--- src/sv/fixed_block_free_list_allocator_assert.svh ---
// assertion macros for the fixed block free list allocator
`ifndef FIXED_BLOCK_FREE_LIST_ALLOCATOR_ASSERT_SVH
`define FIXED_BLOCK_FREE_LIST_ALLOCATOR_ASSERT_SVH

`ifndef SYNTH
// same-cycle implication, disabled in reset
`define FBFL_ASSERT_IMPLY(label, clk, rst, ante, cons) \
  label: assert property (@(posedge clk) disable iff (rst) (ante) |-> (cons)) \
    else $error("fbfl check failed");
// next-cycle implication, disabled in reset
`define FBFL_ASSERT_NEXT(label, clk, rst, ante, cons) \
  label: assert property (@(posedge clk) disable iff (rst) (ante) |=> (cons)) \
    else $error("fbfl check failed");
`else
`define FBFL_ASSERT_IMPLY(label, clk, rst, ante, cons)
`define FBFL_ASSERT_NEXT(label, clk, rst, ante, cons)
`endif

`endif

--- src/sv/fbfl_ram.sv ---
// generic simple dual-port ram with registered read
module fbfl_ram #(
  parameter int WIDTH = 8,
  parameter int DEPTH = 16
) (
  input  logic                     clk,
  input  logic                     wr_en,
  input  logic [$clog2(DEPTH)-1:0] wr_addr,
  input  logic [WIDTH-1:0]         wr_data,
  input  logic                     rd_en,
  input  logic [$clog2(DEPTH)-1:0] rd_addr,
  output logic [WIDTH-1:0]         rd_data
);

  logic [WIDTH-1:0] mem [DEPTH];

  always_ff @(posedge clk) begin
    if (wr_en) begin
      mem[wr_addr] <= wr_data;
    end
    if (rd_en) begin
      rd_data <= mem[rd_addr];
    end
  end

endmodule

--- config.mk ---
export PLATFORM = sky130hd
export DESIGN_NAME = fbfl_ram
export DESIGN_NICKNAME = d
export VERILOG_FILES = /design/src/sv/fixed_block_free_list_allocator_assert.svh /design/src/sv/fbfl_ram.sv
export SDC_FILE = /design/constraint.sdc
export NUM_CORES = 1
export LEC_CHECK = 0
export BUFFER_PORTS_ARGS = -buffer_cell sky130_fd_sc_hd__buf_2
export CORE_AREA = 2 2 108 110
export DETAILED_ROUTE_END_ITERATION = 10
export DIE_AREA = 0 0 110 112
export GPL_TIMING_DRIVEN = 0
export PLACE_DENSITY = 0.71
export REMOVE_ABC_BUFFERS = 1
export SLEW_MARGIN = 20
export SYNTH_ARGS = -nofsm -noshare
export SYNTH_HDL_FRONTEND = slang
export SYNTH_SLANG_ARGS = --single-unit
--- constraint.sdc ---
create_clock -name clk -period 1.9 [get_ports clk]
set_input_delay 0.285 -clock clk [delete_from_list [all_inputs] [get_ports clk]]
set_output_delay 0.285 -clock clk [all_outputs]
set_load 0.05 [all_outputs]
==> Yosys cells after proc, flatten, opt, wreduce, memory -nomap -nowiden <==
Memories as Yosys holds them, arrays and structs flattened. A register that Yosys moved wholly into a read port is not among the register bits.
Index checks and enable logic that the tools add are counted.
{ "totals": {"regBits": 0, "ramBits": 128, "out_inout_bits": 8, "word_cells": 3, "memories": 1} }
{ "op_classes": {"muxes": 2} }
{ "memory_table": {"columns": ["name", "words", "word_bits", "rd", "rd_ports_with_merged_regs", "wr", "line", "text"], "rows": [
  ["mem", 16, 8, 1, 1, 1, "fbfl_ram.sv:15", "logic [WIDTH-1:0] mem [DEPTH];"]
]} }
{ "op_table": {"columns": ["operator", "n"], "rows": [
  ["two-way mux 1 bit", 2]
]} }

==> Logic depth before layout (Yosys ltp) <==
{ "depth": {"ltp_word": 2, "depth_mapped": 5, "ltp_nobuf": 3} }

==> Least setup slack after synthesis <==
No wires, ideal clock.
{ "synth_path": {"path_kind": "input to register", "from": "input wr_addr[2]", "to": "memory mem[0][0] (enable)", "setup_time_ps": 383, "arrival_ps": 1395, "t_required_ps": 1517, "path_slack_ps": 122, "path_stages": 2, "path_buffers": 0, "cell_sequence": "or3b_2 nor3_1"} }
{ "synth_rtl": {"columns": ["element", "line", "text"], "rows": [
  ["start, declared", "fbfl_ram.sv:8", "input logic [$clog2(DEPTH)-1:0] wr_addr,"],
  ["end, declared", "fbfl_ram.sv:15", null]
]} }
Straight into the memory's write port.

==> summary.txt <==
Global route
  • First-pass GRT wire length: 14.4 mm
  • GRT Total Usage: 17.1%
  • Largest net degree at the start of global routing: 33
  • Vias in the first global route: 2,441
  • Initial antenna violation count: 0
  • Grt total ovfl: 0

Final layout
  • Fin util: 54.9%
  • Commonest non-fill, non-tap cell in the layout: edfxtp_1
  • Commonest non-fill, non-tap cells in the layout: edfxtp_1, buf_2, mux4_2
  • Area Growth Syn to Fin: 17.4%
  • Layout cell share with drive strength beyond 1: 28.1%
  • Final #Nets: 284
  • Diode count: 0

Logic synthesis
  • Post-synth cell types: 18
  • Mapped Area: 5230 um2
  • XOR/XNOR share of the synthesized area: 0%
  • Top post-synthesis cells by area: edfxtp_1, mux4_2, mux4_1
  • Mux share of post-synthesis cell area: 14.8%
  • Sequential-to-total area share from yosys stat: 78.1%
  • Yosys top cell area share: 78.1%
  • Syn. warnings: 0
  • Adder-cell share of the synthesized area: 0%
  • Simple-gate share of the synthesized area: 3.14%
  • Main combinational cell family by area after synthesis: multiplexers
  • Mean Syn Cell Area: 22.8 um2
  • Gate Count Post-Synth: 229
  • Synth Area in Compound Gates: 2.30%
  • Cell taking the most area after synthesis: edfxtp_1
  • Number of synthesized register bits: 136

Timing
  • Clock skew: 13.6 ps
  • Fin. Hold Viols: 0
  • Setup violators final: 0
  • Unrepaired setup endpoints after global routing: no
  • Final worst-path cycle share: 90.2%
  • Setup WS post-layout: 187 ps
  • Max frequency: 0.584 GHz
  • Min Tclk post-route: 1710 ps
  • Worst-Margin Slew: 886 ps
  • Max_slew headroom: 40.7%
  • Final slew viol count: 0

Clock tree
  • CTS tree: yes
  • Post-CTS setup buffers: 0
  • Worst skew pair latency: 410 ps
  • Clk buf depth: 2
  • CTS sink cnt: 136
  • Total CTS buffers: 17
  • Root Buffer: clkbuf_16
  • Clock-pin slew on the worst setup and hold paths: 60 ps
  • CTS H-tree lvls: 4

Setup path
  • Crit Path Class: input port to flop
  • Slowest stage delay, CP: 650 ps
  • Nature of the critical path endpoint: flop
  • WP depth: 4
  • R2R setup slack: 290 ps
  • Worst EP arrival: 1850 ps
  • Crit path max-delay cell type: mux4_1
  • Buf+Inv Stages, Crit Path: 1
  • CP cell instances: buf_4, mux4_1, a22oi_1, nand2_1
  • CP top delay family: multiplexers
  • Crit Path Max Fanout: 32
  • Register-to-Register Path Depth: 3
  • CP Data Required Time: 2040 ps
  • CP startpoint kind: input port

Pwr
  • Leak: 2.04 nW
  • Internal power: 5.94 mW
  • NetSw: 1.42 mW
  • Tot Pwr: 7.36 mW
  • Peak supply drop: 611 uV
  • Clk network pwr share: 49.2%
  • Sequential share of power: 46.1%
  • Switching share of power: 19.3%
  • PwrDens: 1200 nW/um2
  • Combinational power share: 4.6%

Worst hold path
  • Hold WC Path Type: input port to flop
  • Hold Path Depth: 1

Detailed routing
  • Drt wl/cell: 22.5 um
  • Final WL: 9.46 mm
  • WL met1: 4.01 mm
  • Routed vias: 2,398
  • Residual DRC count: 0
  • Antenna Nets Post-Route: 0
  • Avg Vias per Cell: 5.70
  • Met2 Wirelength: 4.74 mm
  • Initial DRC Count: 254
  • WL met3: 566 um
  • Pre-Repair DR Iteration Count: 5
  • Highest metal used: met4

Floorplanning
  • Overall die area: 12,300 um2
  • Starting Density: 46.8%
  • Ports: 27
  • Cell Rows: 39
  • Die width: 110 um
  • Die height: 112 um
  • Core Area: 11,200 um2

Placement
  • HPWL Detailed: 5.53 mm
  • Setup WS pre-CTS: -594 ps
  • Gpl congestion: 0.718
  • IO buf count: 26

Outcome
  • Status: finished, final reports clean

Run
  • Max Cap Viol: 0
## sequential cells by signal, indices dropped and copies added, names as in the netlist
name and flops:
mem 128, rd_data 8
## cell type report
cell class              instances  area [um2]
multi-input cells              83        1080
clock buffers                  17         425
clock inverters                15         230
fillers                       818        5040
flip-flops and latches        136        4080
well taps                     143         179
repair buffers                 27         140
## Yosys cell counts
master / number
mux4_2: 18
nand3_1: 1
nand3b_1: 2
a22oi_1: 16
edfxtp_1: 136
nand2b_1: 2
nand2_1: 9
and2b_1: 1
nor2b_1: 1
mux4_1: 14
and2_1: 1
nor2_1: 13
buf_2: 3
buf_6: 3
buf_4: 1
nor3_1: 4
clkdlybuf4s25_2: 3
or3b_2: 1
## cell families (layout without fill, tap and decap cells)
group / Yosys count / after routing
flops: 136 / 136
mux: 32 / 32
compound gates: 16 / 16
simple gates: 35 / 35
buf+inv: 10 / 59
## worst paths after layout
kind,from,end
hold reg to reg,mem[15][3]$_DFFE_PP_,rd_data[3]$_DFFE_PP_
hold / removal,rd_en,rd_data[1]$_DFFE_PP_
setup / recovery,rd_addr[0],rd_data[2]$_DFFE_PP_
setup reg to reg,mem[1][1]$_DFFE_PP_,rd_data[1]$_DFFE_PP_
## metrics by stage
| step | instances | hold slack [ps] | TNS, ps | area, um2 |
|---|---|---|---|---|
| after floorplan | 219 | 384 | 0 | 5140 |
| after detailed placement | 389 | 627 | -6880 | 5480 |
| after CTS | 421 | 199 | 0 | 6140 |
| final | 421 | 211 | 0 | 6140 |
| after global routing | 421 | 209 | 0 | 6140 |
| after global placement | 388 | 620 | -15030 | 5450 |
## what timing repair did
item,4_1_cts,5_1_grt
gates resized for setup,1,0
hold buffers,0,0
endpoints found under the setup margin,7,0
## per-layer routing
layer | vias up | GRT usage, %
li1 | 1058 | -
met1 | 1222 | 23.8
met2 | 107 | 25.6
met3 | 11 | 3.98
met4 | 0 | 8.61
met5 | - | 0
## power by group through the flow
| stage | registers (mW) | clock network, mW | logic (mW) |
|---|---|---|---|
| floorplan | 3.51 | 0 | 0.135 |
| global placement | 3.45 | 0 | 0.331 |
| detailed placement | 3.46 | 0 | 0.343 |
| CTS | 3.40 | 3.66 | 0.346 |
| global route | 3.40 | 3.80 | 0.369 |
| finish | 3.40 | 3.63 | 0.341 |
No activity file was read; power rests on OpenSTA's default activity.
